File: src/design/boot_tag_list_ram_summarizer_macros.svh
`ifndef BOOT_TAG_LIST_RAM_SUMMARIZER_MACROS_SVH
`define BOOT_TAG_LIST_RAM_SUMMARIZER_MACROS_SVH

// same-cycle implication, reset masked
`define BTLS_ASSERT_NOW(lbl, ante, cons, msg) \
  lbl: assert property (@(posedge clk_i) disable iff (!rst_ni) (ante) |-> (cons)) \
    else $error(msg);

// next-cycle implication, reset masked
`define BTLS_ASSERT_NEXT(lbl, ante, cons, msg) \
  lbl: assert property (@(posedge clk_i) disable iff (!rst_ni) (ante) |=> (cons)) \
    else $error(msg);

`endif

File: src/design/btls_pkg.sv
package btls_pkg;

  localparam logic [31:0] MagicConst = 32'h36D7_6289;
  localparam int unsigned MaxModules = 8;

  // tag type codes
  localparam logic [31:0] TagEnd    = 32'd0;
  localparam logic [31:0] TagModule = 32'd3;
  localparam logic [31:0] TagBasic  = 32'd4;
  localparam logic [31:0] TagMmap   = 32'd6;
  localparam logic [31:0] TagEfi    = 32'd17;

  // byte offsets inside a tag
  localparam logic [31:0] OffType   = 32'd0;
  localparam logic [31:0] OffSize   = 32'd4;
  localparam logic [31:0] OffFirst  = 32'd8;
  localparam logic [31:0] OffSecond = 32'd12;
  localparam logic [31:0] OffEntry  = 32'd16;

  // map entry layout
  localparam logic [32:0] MapEntryMin  = 33'd24;
  localparam logic [32:0] EfiEntryMin  = 33'd32;
  localparam logic [31:0] MapRelLenLo  = 32'd8;
  localparam logic [31:0] MapRelLenHi  = 32'd12;
  localparam logic [31:0] MapRelType   = 32'd16;
  localparam logic [31:0] EfiRelType   = 32'd0;
  localparam logic [31:0] EfiRelPgLo   = 32'd24;
  localparam logic [31:0] EfiRelPgHi   = 32'd28;
  localparam logic [31:0] MapAvailable = 32'd1;

  // EFI descriptor types counted as RAM
  localparam logic [31:0] EfiLoaderCode   = 32'd1;
  localparam logic [31:0] EfiLoaderData   = 32'd2;
  localparam logic [31:0] EfiBootCode     = 32'd3;
  localparam logic [31:0] EfiBootData     = 32'd4;
  localparam logic [31:0] EfiConventional = 32'd7;

  localparam logic RecModule  = 1'b0;
  localparam logic RecSummary = 1'b1;

  typedef enum logic [2:0] {
    KIND_OTHER,
    KIND_BASIC,
    KIND_MAP,
    KIND_EFI,
    KIND_MODULE
  } tag_kind_e;

  typedef enum logic [1:0] {
    SRC_NONE,
    SRC_MAP,
    SRC_EFI,
    SRC_BASIC
  } ram_src_e;

  typedef struct packed {
    logic [31:0] word;
    logic        first;
  } item_t;

  typedef struct packed {
    logic        rec_kind;
    logic [31:0] mod_base;
    logic [31:0] mod_end;
    logic [2:0]  mod_index;
    logic [63:0] ram_total;
    ram_src_e    ram_src;
    logic [3:0]  mod_count;
    logic        magic_valid;
  } res_t;

  // tag size rounded up to 8 bytes, never below 8
  function automatic logic [31:0] pad8(input logic [31:0] len);
    logic [31:0] p;
    p = (len + 32'd7) & ~32'd7;
    return (p < 32'd8) ? 32'd8 : p;
  endfunction

endpackage

File: src/design/btls_in_stage.sv
module btls_in_stage import btls_pkg::*; (
  input  logic  clk_i,
  input  logic  rst_ni,
  input  logic  in_valid_i,
  input  item_t item_i,
  input  logic  adv_i,
  output logic  in_stall_o,
  output logic  item_valid_o,
  output item_t item_o
);

  logic  valid_q;
  item_t item_q;

  assign in_stall_o   = valid_q && !adv_i;
  assign item_valid_o = valid_q;
  assign item_o       = item_q;

  always_ff @(posedge clk_i or negedge rst_ni) begin
    if (!rst_ni) begin
      valid_q <= 1'b0;
    end else if (!in_stall_o) begin
      valid_q <= in_valid_i;
    end
  end

  always_ff @(posedge clk_i) begin
    if (in_valid_i && !in_stall_o) begin
      item_q <= item_i;
    end
  end

endmodule

File: src/design/btls_walker.sv
`include "boot_tag_list_ram_summarizer_macros.svh"

module btls_walker import btls_pkg::*; (
  input  logic  clk_i,
  input  logic  rst_ni,
  input  logic  fire_i,
  input  item_t item_i,
  input  logic  magic_ok_i,
  output logic  res_valid_o,
  output res_t  res_o
);

  logic        active_q, active_d;
  logic        hdr_q, hdr_d;
  tag_kind_e   kind_q, kind_d;
  logic [31:0] tag_len_q, tag_len_d;
  logic [31:0] tbo_q, tbo_d;
  logic [31:0] stride_q, stride_d;
  logic [31:0] ebo_q, ebo_d;
  logic [31:0] held_lo_q, held_lo_d;
  logic [63:0] held_len_q, held_len_d;
  logic        type_ok_q, type_ok_d;
  logic [63:0] map_sum_q, map_sum_d;
  logic [63:0] efi_sum_q, efi_sum_d;
  logic [63:0] basic_q, basic_d;
  logic [3:0]  seen_q, seen_d;

  logic [32:0] ent_min;
  logic        stride_ok;
  logic [32:0] ebo_sum;
  logic [31:0] ebo_n;
  logic        fit;
  logic        in_ent;
  logic [31:0] rel;
  logic [31:0] nxt;
  logic [63:0] new_len;
  logic [32:0] basic_sum;

  // entry tracking for map walks
  always_comb begin
    ent_min   = (kind_q == KIND_EFI) ? EfiEntryMin : MapEntryMin;
    stride_ok = {1'b0, stride_q} >= ent_min;
    ebo_sum   = {1'b0, ebo_q} + {1'b0, stride_q};
    ebo_n     = ({1'b0, tbo_q} >= ebo_sum) ? ebo_sum[31:0] : ebo_q;
    fit       = ({1'b0, ebo_n} + ent_min) <= {1'b0, tag_len_q};
    in_ent    = tbo_q >= ebo_n;
    rel       = tbo_q - ebo_n;
    new_len   = {item_i.word, held_lo_q};
    basic_sum = {1'b0, held_lo_q} + {1'b0, item_i.word};
    nxt       = tbo_q + 32'd4;
  end

  always_comb begin
    active_d    = active_q;
    hdr_d       = hdr_q;
    kind_d      = kind_q;
    tag_len_d   = tag_len_q;
    tbo_d       = tbo_q;
    stride_d    = stride_q;
    ebo_d       = ebo_q;
    held_lo_d   = held_lo_q;
    held_len_d  = held_len_q;
    type_ok_d   = type_ok_q;
    map_sum_d   = map_sum_q;
    efi_sum_d   = efi_sum_q;
    basic_d     = basic_q;
    seen_d      = seen_q;
    res_valid_o = 1'b0;
    res_o       = '0;

    if (item_i.first) begin
      active_d   = 1'b1;
      hdr_d      = 1'b1;
      kind_d     = KIND_OTHER;
      tag_len_d  = '0;
      tbo_d      = '0;
      stride_d   = '0;
      ebo_d      = '0;
      held_lo_d  = '0;
      held_len_d = '0;
      type_ok_d  = 1'b0;
      map_sum_d  = '0;
      efi_sum_d  = '0;
      basic_d    = '0;
      seen_d     = '0;
    end else if (active_q) begin
      if (hdr_q) begin
        hdr_d = 1'b0;
      end else if (tbo_q == OffType) begin
        if (item_i.word == TagEnd) begin
          res_valid_o    = 1'b1;
          res_o.rec_kind = RecSummary;
          if (magic_ok_i) begin
            if (map_sum_q != '0) begin
              res_o.ram_total = map_sum_q;
              res_o.ram_src   = SRC_MAP;
            end else if (efi_sum_q != '0) begin
              res_o.ram_total = efi_sum_q;
              res_o.ram_src   = SRC_EFI;
            end else if (basic_q != '0) begin
              res_o.ram_total = basic_q;
              res_o.ram_src   = SRC_BASIC;
            end
            res_o.mod_count   = seen_q;
            res_o.magic_valid = 1'b1;
          end
          active_d = 1'b0;
          tbo_d    = '0;
        end else begin
          case (item_i.word)
            TagBasic: kind_d = KIND_BASIC;
            TagMmap: begin
              kind_d    = KIND_MAP;
              map_sum_d = '0;
            end
            TagEfi: begin
              kind_d    = KIND_EFI;
              efi_sum_d = '0;
            end
            TagModule: kind_d = KIND_MODULE;
            default: kind_d = KIND_OTHER;
          endcase
          tbo_d = OffSize;
        end
      end else begin
        case (tbo_q)
          OffSize: tag_len_d = item_i.word;
          OffFirst: begin
            if (kind_q == KIND_BASIC || kind_q == KIND_MODULE) begin
              held_lo_d = item_i.word;
            end else if (kind_q == KIND_MAP || kind_q == KIND_EFI) begin
              stride_d = item_i.word & ~32'd3;
              ebo_d    = OffEntry;
            end
          end
          OffSecond: begin
            if (kind_q == KIND_BASIC) begin
              basic_d = {21'd0, basic_sum, 10'd0};
            end else if (kind_q == KIND_MODULE && magic_ok_i &&
                         seen_q < 4'(MaxModules)) begin
              res_valid_o       = 1'b1;
              res_o.rec_kind    = RecModule;
              res_o.mod_base    = held_lo_q;
              res_o.mod_end     = item_i.word;
              res_o.mod_index   = seen_q[2:0];
              res_o.magic_valid = 1'b1;
              seen_d            = seen_q + 4'd1;
            end
          end
          default: begin
            if ((kind_q == KIND_MAP || kind_q == KIND_EFI) && stride_ok) begin
              ebo_d = ebo_n;
              if (fit && in_ent) begin
                if (kind_q == KIND_MAP) begin
                  if (rel == MapRelLenLo) begin
                    held_lo_d = item_i.word;
                  end else if (rel == MapRelLenHi) begin
                    held_len_d = new_len;
                  end else if (rel == MapRelType && item_i.word == MapAvailable) begin
                    map_sum_d = map_sum_q + held_len_q;
                  end
                end else begin
                  if (rel == EfiRelType) begin
                    type_ok_d = item_i.word == EfiLoaderCode ||
                                item_i.word == EfiLoaderData ||
                                item_i.word == EfiBootCode ||
                                item_i.word == EfiBootData ||
                                item_i.word == EfiConventional;
                  end else if (rel == EfiRelPgLo) begin
                    held_lo_d = item_i.word;
                  end else if (rel == EfiRelPgHi) begin
                    held_len_d = new_len;
                    if (type_ok_q) begin
                      efi_sum_d = efi_sum_q + {new_len[51:0], 12'd0};
                    end
                  end
                end
              end
            end
          end
        endcase
        tbo_d = (nxt >= pad8(tag_len_d)) ? '0 : nxt;
      end
    end
  end

  always_ff @(posedge clk_i or negedge rst_ni) begin
    if (!rst_ni) begin
      active_q   <= 1'b0;
      hdr_q      <= 1'b0;
      kind_q     <= KIND_OTHER;
      tag_len_q  <= '0;
      tbo_q      <= '0;
      stride_q   <= '0;
      ebo_q      <= '0;
      held_lo_q  <= '0;
      held_len_q <= '0;
      type_ok_q  <= 1'b0;
      map_sum_q  <= '0;
      efi_sum_q  <= '0;
      basic_q    <= '0;
      seen_q     <= '0;
    end else if (fire_i) begin
      active_q   <= active_d;
      hdr_q      <= hdr_d;
      kind_q     <= kind_d;
      tag_len_q  <= tag_len_d;
      tbo_q      <= tbo_d;
      stride_q   <= stride_d;
      ebo_q      <= ebo_d;
      held_lo_q  <= held_lo_d;
      held_len_q <= held_len_d;
      type_ok_q  <= type_ok_d;
      map_sum_q  <= map_sum_d;
      efi_sum_q  <= efi_sum_d;
      basic_q    <= basic_d;
      seen_q     <= seen_d;
    end
  end

  `BTLS_ASSERT_NEXT(a_summary_ends_walk, fire_i && res_valid_o && res_o.rec_kind == RecSummary, !active_q, "walk still active after summary")
  `BTLS_ASSERT_NOW(a_module_rec_legal, res_valid_o && res_o.rec_kind == RecModule, magic_ok_i && seen_q < 4'(MaxModules), "module record without magic or slot")
  `BTLS_ASSERT_NEXT(a_first_restarts, fire_i && item_i.first, active_q && hdr_q && seen_q == '0, "first word did not restart walk")

endmodule

File: src/design/btls_out_stage.sv
module btls_out_stage import btls_pkg::*; (
  input  logic clk_i,
  input  logic rst_ni,
  input  logic ld_i,
  input  res_t res_i,
  input  logic out_stall_i,
  output logic ready_o,
  output logic out_valid_o,
  output res_t res_o
);

  logic valid_q;
  res_t res_q;

  assign ready_o     = !valid_q || !out_stall_i;
  assign out_valid_o = valid_q;
  assign res_o       = res_q;

  always_ff @(posedge clk_i or negedge rst_ni) begin
    if (!rst_ni) begin
      valid_q <= 1'b0;
    end else if (ready_o) begin
      valid_q <= ld_i;
    end
  end

  always_ff @(posedge clk_i) begin
    if (ready_o && ld_i) begin
      res_q <= res_i;
    end
  end

endmodule

File: src/design/boot_tag_list_ram_summarizer.sv
// Channel   Handshake                  Payload
// in        in_valid_i / in_stall_o    word_i, first_word_i
// out       out_valid_o / out_stall_i  record_kind_o .. magic_valid_o
// cfg       cfg_valid_i / cfg_ready_o  cfg_boot_magic_i
//
// One word per cycle sustained while no held result stalls the walker; a result is registered in the result register.
// Rate is set by the input register feeding the walker and the result register.
// Asynchronous active-low reset clears the walk and sets boot_magic to zero.
// A held result stalls the walker, which then stalls the input register.
module boot_tag_list_ram_summarizer import btls_pkg::*; (
  input  logic        clk_i,
  input  logic        rst_ni,
  input  logic        cfg_valid_i,
  output logic        cfg_ready_o,
  input  logic [31:0] cfg_boot_magic_i,
  input  logic        in_valid_i,
  output logic        in_stall_o,
  input  logic [31:0] word_i,
  input  logic        first_word_i,
  output logic        out_valid_o,
  input  logic        out_stall_i,
  output logic        record_kind_o,
  output logic [31:0] module_start_o,
  output logic [31:0] module_end_o,
  output logic [2:0]  module_index_o,
  output logic [63:0] ram_bytes_o,
  output logic [1:0]  ram_src_o,
  output logic [3:0]  modules_kept_o,
  output logic        magic_valid_o
);

  logic [31:0] magic_q;
  item_t       in_item;
  item_t       item;
  logic        item_valid;
  logic        out_ready;
  logic        fire;
  logic        res_valid;
  res_t        res;
  res_t        out_res;

  assign cfg_ready_o = 1'b1;

  always_ff @(posedge clk_i or negedge rst_ni) begin
    if (!rst_ni) begin
      magic_q <= '0;
    end else if (cfg_valid_i && cfg_ready_o) begin
      magic_q <= cfg_boot_magic_i;
    end
  end

  assign in_item.word  = word_i;
  assign in_item.first = first_word_i;

  btls_in_stage u_in (
    .clk_i       (clk_i),
    .rst_ni      (rst_ni),
    .in_valid_i  (in_valid_i),
    .item_i      (in_item),
    .adv_i       (out_ready),
    .in_stall_o  (in_stall_o),
    .item_valid_o(item_valid),
    .item_o      (item)
  );

  assign fire = item_valid && out_ready;

  btls_walker u_walk (
    .clk_i      (clk_i),
    .rst_ni     (rst_ni),
    .fire_i     (fire),
    .item_i     (item),
    .magic_ok_i (magic_q == MagicConst),
    .res_valid_o(res_valid),
    .res_o      (res)
  );

  btls_out_stage u_out (
    .clk_i      (clk_i),
    .rst_ni     (rst_ni),
    .ld_i       (fire && res_valid),
    .res_i      (res),
    .out_stall_i(out_stall_i),
    .ready_o    (out_ready),
    .out_valid_o(out_valid_o),
    .res_o      (out_res)
  );

  assign record_kind_o  = out_res.rec_kind;
  assign module_start_o = out_res.mod_base;
  assign module_end_o   = out_res.mod_end;
  assign module_index_o = out_res.mod_index;
  assign ram_bytes_o    = out_res.ram_total;
  assign ram_src_o      = out_res.ram_src;
  assign modules_kept_o = out_res.mod_count;
  assign magic_valid_o  = out_res.magic_valid;

endmodule
File: config.mk
export PLATFORM = sky130hd
export DESIGN_NAME = boot_tag_list_ram_summarizer
export DESIGN_NICKNAME = d
export VERILOG_FILES = /design/src/design/btls_pkg.sv /design/src/design/btls_in_stage.sv /design/src/design/btls_walker.sv /design/src/design/btls_out_stage.sv /design/src/design/boot_tag_list_ram_summarizer.sv
export VERILOG_INCLUDE_DIRS = /design/src /design/src/design
export SDC_FILE = /design/constraint.sdc
export NUM_CORES = 2
export LEC_CHECK = 0
export BUFFER_PORTS_ARGS = -buffer_cell sky130_fd_sc_hd__buf_2
export CAP_MARGIN = 20
export CORE_MARGIN = 4
export CORE_UTILIZATION = 59
export CTS_CLUSTER_SIZE = 20
export DETAILED_ROUTE_END_ITERATION = 10
export PLACE_DENSITY_LB_ADDON = 0.08
export SLEW_MARGIN = 10
export SYNTH_ARGS = -nofsm -noshare
export SYNTH_HDL_FRONTEND = slang
export SYNTH_SLANG_ARGS = --single-unit
File: constraint.sdc
create_clock -name clk_i -period 12.3 [get_ports clk_i]
set_input_delay 0.615 -clock clk_i [delete_from_list [all_inputs] [get_ports clk_i]]
set_output_delay 0.615 -clock clk_i [all_outputs]
set_load 0.005 [all_outputs]
==> results.toml <==
[sta]
rsz0062_at_grt = "no"
tns_ps = 0
min_period_ps = 11360
fmax_ghz = 0.08800
fin_crit_sh_pct = 92.38
layout_setup_ws_ps = 936.9
setup_viol = 0
fin_skew_ps = 46.25
slew_headroom_pct = 30.60
worstMarginPinSlew_ps = 1032
drv_slew = 0
final_hold_viol_count = 0

[logic_synthesis]
synth.distinct_cells = 93
ys_top_cells_by_area = "dfrtp_1 26%, edfxtp_1 13%, ha_1 9.8%, nand2_1 3.8%, xnor2_1 3.6%"
synth-seq-cells = 583
synth_top_family_by_area = "compound AO/OA/AOI/OAI gates"
synth_edf_count = 172
netlist.area_leader.share_pct = 26.41
synth_compound_area_share_pct = 19.77
syn-num-nets = 4495
syn_inst = 4116
synth_most_common_cell = "dfrtp_1"
ys_seq_area_share_pct = 39.67
avgSynthCellArea_sq_um = 9.462
muxShareOfSynthArea_pct = 3.312
yosysTopAreaCell = "dfrtp_1"
ys_async_sr_fraction_pct = 70.50
yosys_warnings = 0
synthXorXnorAreaFrac_pct = 5.757
synthSimpleGateAreaFrac_pct = 17.58
synth_commonest_cells = "411 x dfrtp_1, 395 x nand2_1, 304 x ha_1"
synth_flop_cell = "dfrtp_1"
synth_fa_ha_area_share_pct = 10.11
synthesis.area_sq_um = 38950

[critical_path]
timing.rr.end = "u_walk.efi_sum_q[31]"
required_ps = 12810
r2r_slack_ps = 940
critPathKind = "register to register"
critPathSlowestCell = "nor3_2"
cp-end-kind = "register"
worstSetupStartpointType = "register"
cp.arrival_ps = 11870
critPathMaxStageDelay_ps = 560
reg2regPathDepth = 49
r2r-start = "u_walk.ebo_q[4]"
crit_fanout = 25
crit_path_frequent_cell = "o21ai_0"

[die]
placementRows = 93
start_util_pct = 59.98
io_pins = 212
fp.coreArea_sq_um = 64930
die_h_um = 264.9
die_area_sq_um = 70190
die_w_um = 264.9

[clock_network]
cts_tree = "yes"
cts_buffers = 68
cts_num_sinks = 583
clock_path_buffers = 3
cts_resized = 0
path_clk_slew_ps = 60
htreeDepth = 3
root_buffer = "clkbuf_16"
clock_latency_ps = 640

[pwr]
p_total_uw = 8610
p_leak_uw = 0.02014
powerDensity_nw_per_um2 = 197.8
peakVddDrop_uv = 154.8

[detailed_routing]
drt_iter0_drc = 4220
drc = 0
antenna_left = 0
wl_per_cell_um = 25.47
routed_wl_mm = 132.3
dr.pass1.iters = 6
via_per_inst = 6.584
route.vias.total = 34193

[global_routing]
overflow = 0
grt_max_degree = 76
grt_usage_pct = 36.75
grt_pass1_wl_mm = 198.6
antenna_found_initial = 4
grt_pass1_vias = 31474

[final_layout]
drive_gt1_share_pct = 11.30
areaGrowthSynthToFinish_pct = 11.76
layout.nets = 4662
stdcell_count = 5193

[place]
finalWeightedCongestion = 1.020
post-place-cells = 5064
portBuffers = 210
dp_hpwl_mm = 98.84
place_ws_ps = 1118

[hold_path]
hold_end = "u_in.item_o[16]"
min_path_cells = 1
worstHoldStart = "word_i[15]"
min_path_type = "primary input to register"

[job]
max_cap_viol_count = 0

[status]
status = "complete, no violations"
logic make-up after synthesis:
family                     Yosys count
AOI/OAI and AO/OA                 1103
adders and majority gates          312
muxes                              123
DFF                                583
other                                2
and+or+nand+nor                   1365
buffers and inverters              372
xor gates and xnor gates           256
power by group:
group          total [uW]  internal [uW]  switching, uW
combinational        3640           1500           2140
clock                2230           1350            882
sequential           2740           2270            470
flip-flops by register name, summed over array words and instances, names as in the netlist, 30 cells and up:
register / flops
u_walk.efi_sum_q: 52
u_walk.map_sum_q: 64
magic_q: 32
u_walk.held_len_q: 64
u_out.res_o: 139
u_walk.basic_q: 33
u_walk.tbo_q: 30
u_in.item_o: 33
u_walk.held_lo_q: 32
u_walk.stride_q: 30
u_walk.ebo_q: 30
u_walk.tag_len_q: 32
how the worst max path moves through the flow:
| stage | from | end | slack [ps] | cells after the start |
|---|---|---|---|---|
| finish | u_walk.ebo_q[4] | u_walk.efi_sum_q[31] | 940 | 49 |
| global route | u_walk.ebo_q[5] | u_walk.efi_sum_q[38] | 70 | 49 |
| CTS | u_walk.ebo_q[4] | u_walk.efi_sum_q[38] | 1080 | 48 |
| detailed placement | u_walk.ebo_q[4] | u_walk.efi_sum_q[38] | 1120 | 48 |
| global placement | u_walk.ebo_q[4] | u_walk.efi_sum_q[23] | 1330 | 43 |
| floorplan | u_walk.ebo_q[2] | u_walk.held_len_q[23] | 2330 | 51 |
final cells by class:
cell class	instances	area, sq um
clock buffers	83	1808
repair buffers	282	1685
fillers	5364	21400
well taps	855	1070
diodes	1	2.502
flip-flops and latches	583	15450
multi-input cells	3161	22120
inverters	187	701.9
clock inverters	41	688.2
cells in the final DEF, fill, tap and decap left out, drive strengths merged, types with 12 or more instances in the layout:
| cell type | n |
|---|---|
| dfrtp | 411 |
| o21ai | 206 |
| a22o | 157 |
| a21o | 131 |
| nor4b | 12 |
| nand3 | 179 |
| or2 | 17 |
| clkinv | 23 |
| xor2 | 95 |
| o311ai | 37 |
| o21bai | 31 |
| a211oi | 21 |
| o21a | 28 |
| a2111oi | 13 |
| nor2 | 215 |
| clkbuf | 83 |
| or3 | 23 |
| nor3 | 114 |
| mux2 | 37 |
| a31oi | 24 |
| a222oi | 22 |
| and2 | 62 |
| mux2i | 85 |
| inv | 190 |
| or4 | 38 |
| a21oi | 232 |
| bufinv | 13 |
| nand4 | 60 |
| and3 | 39 |
| xnor2 | 161 |
| edfxtp | 172 |
| o31ai | 79 |
| nor2b | 41 |
| buf | 281 |
| nand2b | 59 |
| a211o | 14 |
| nand2 | 395 |
| o211ai | 13 |
| ha | 304 |
| nor4 | 77 |
metrics by stage:
step / area, sq um / utilization (%) / hold WS (ps)
6_report: 43530 / 67.04 / 145.8
5_1_grt: 43530 / 67.04 / 124.4
4_1_cts: 43460 / 66.93 / 117.9
3_5_place_dp: 40950 / 63.07 / 488.4
3_3_place_gp: 40950 / 63.07 / 479.6
2_1_floorplan: 38950 / - / 319.4
what timing repair did:
action,in CTS,in global routing
hold endpoints to repair,9,0
hold buffers,1,0
setup buffers,0,0
metal layers:
layer | part of all wire [%] | GRT usage (%) | up-vias
met4 | 3.3 | 11.19 | 2
met1 | 43 | 54.53 | 16561
li1 | - | - | 15675
met5 | 0.0098 | 0 | -
met3 | 12 | 9.764 | 249
met2 | 42 | 52.91 | 1706
critical path: cells and delay by family (launching register included):
family                   cells  cell delay (ps)
AND/OR/NAND/NOR             18             3550
flip-flops                   1              450
AO/OA/AOI/OAI               22             5180
adder cells (fa/ha/maj)      4             1170
buffers and inverters        3              500
XOR/XNOR                     2              400
No activity file was read; power rests on OpenSTA's default activity.
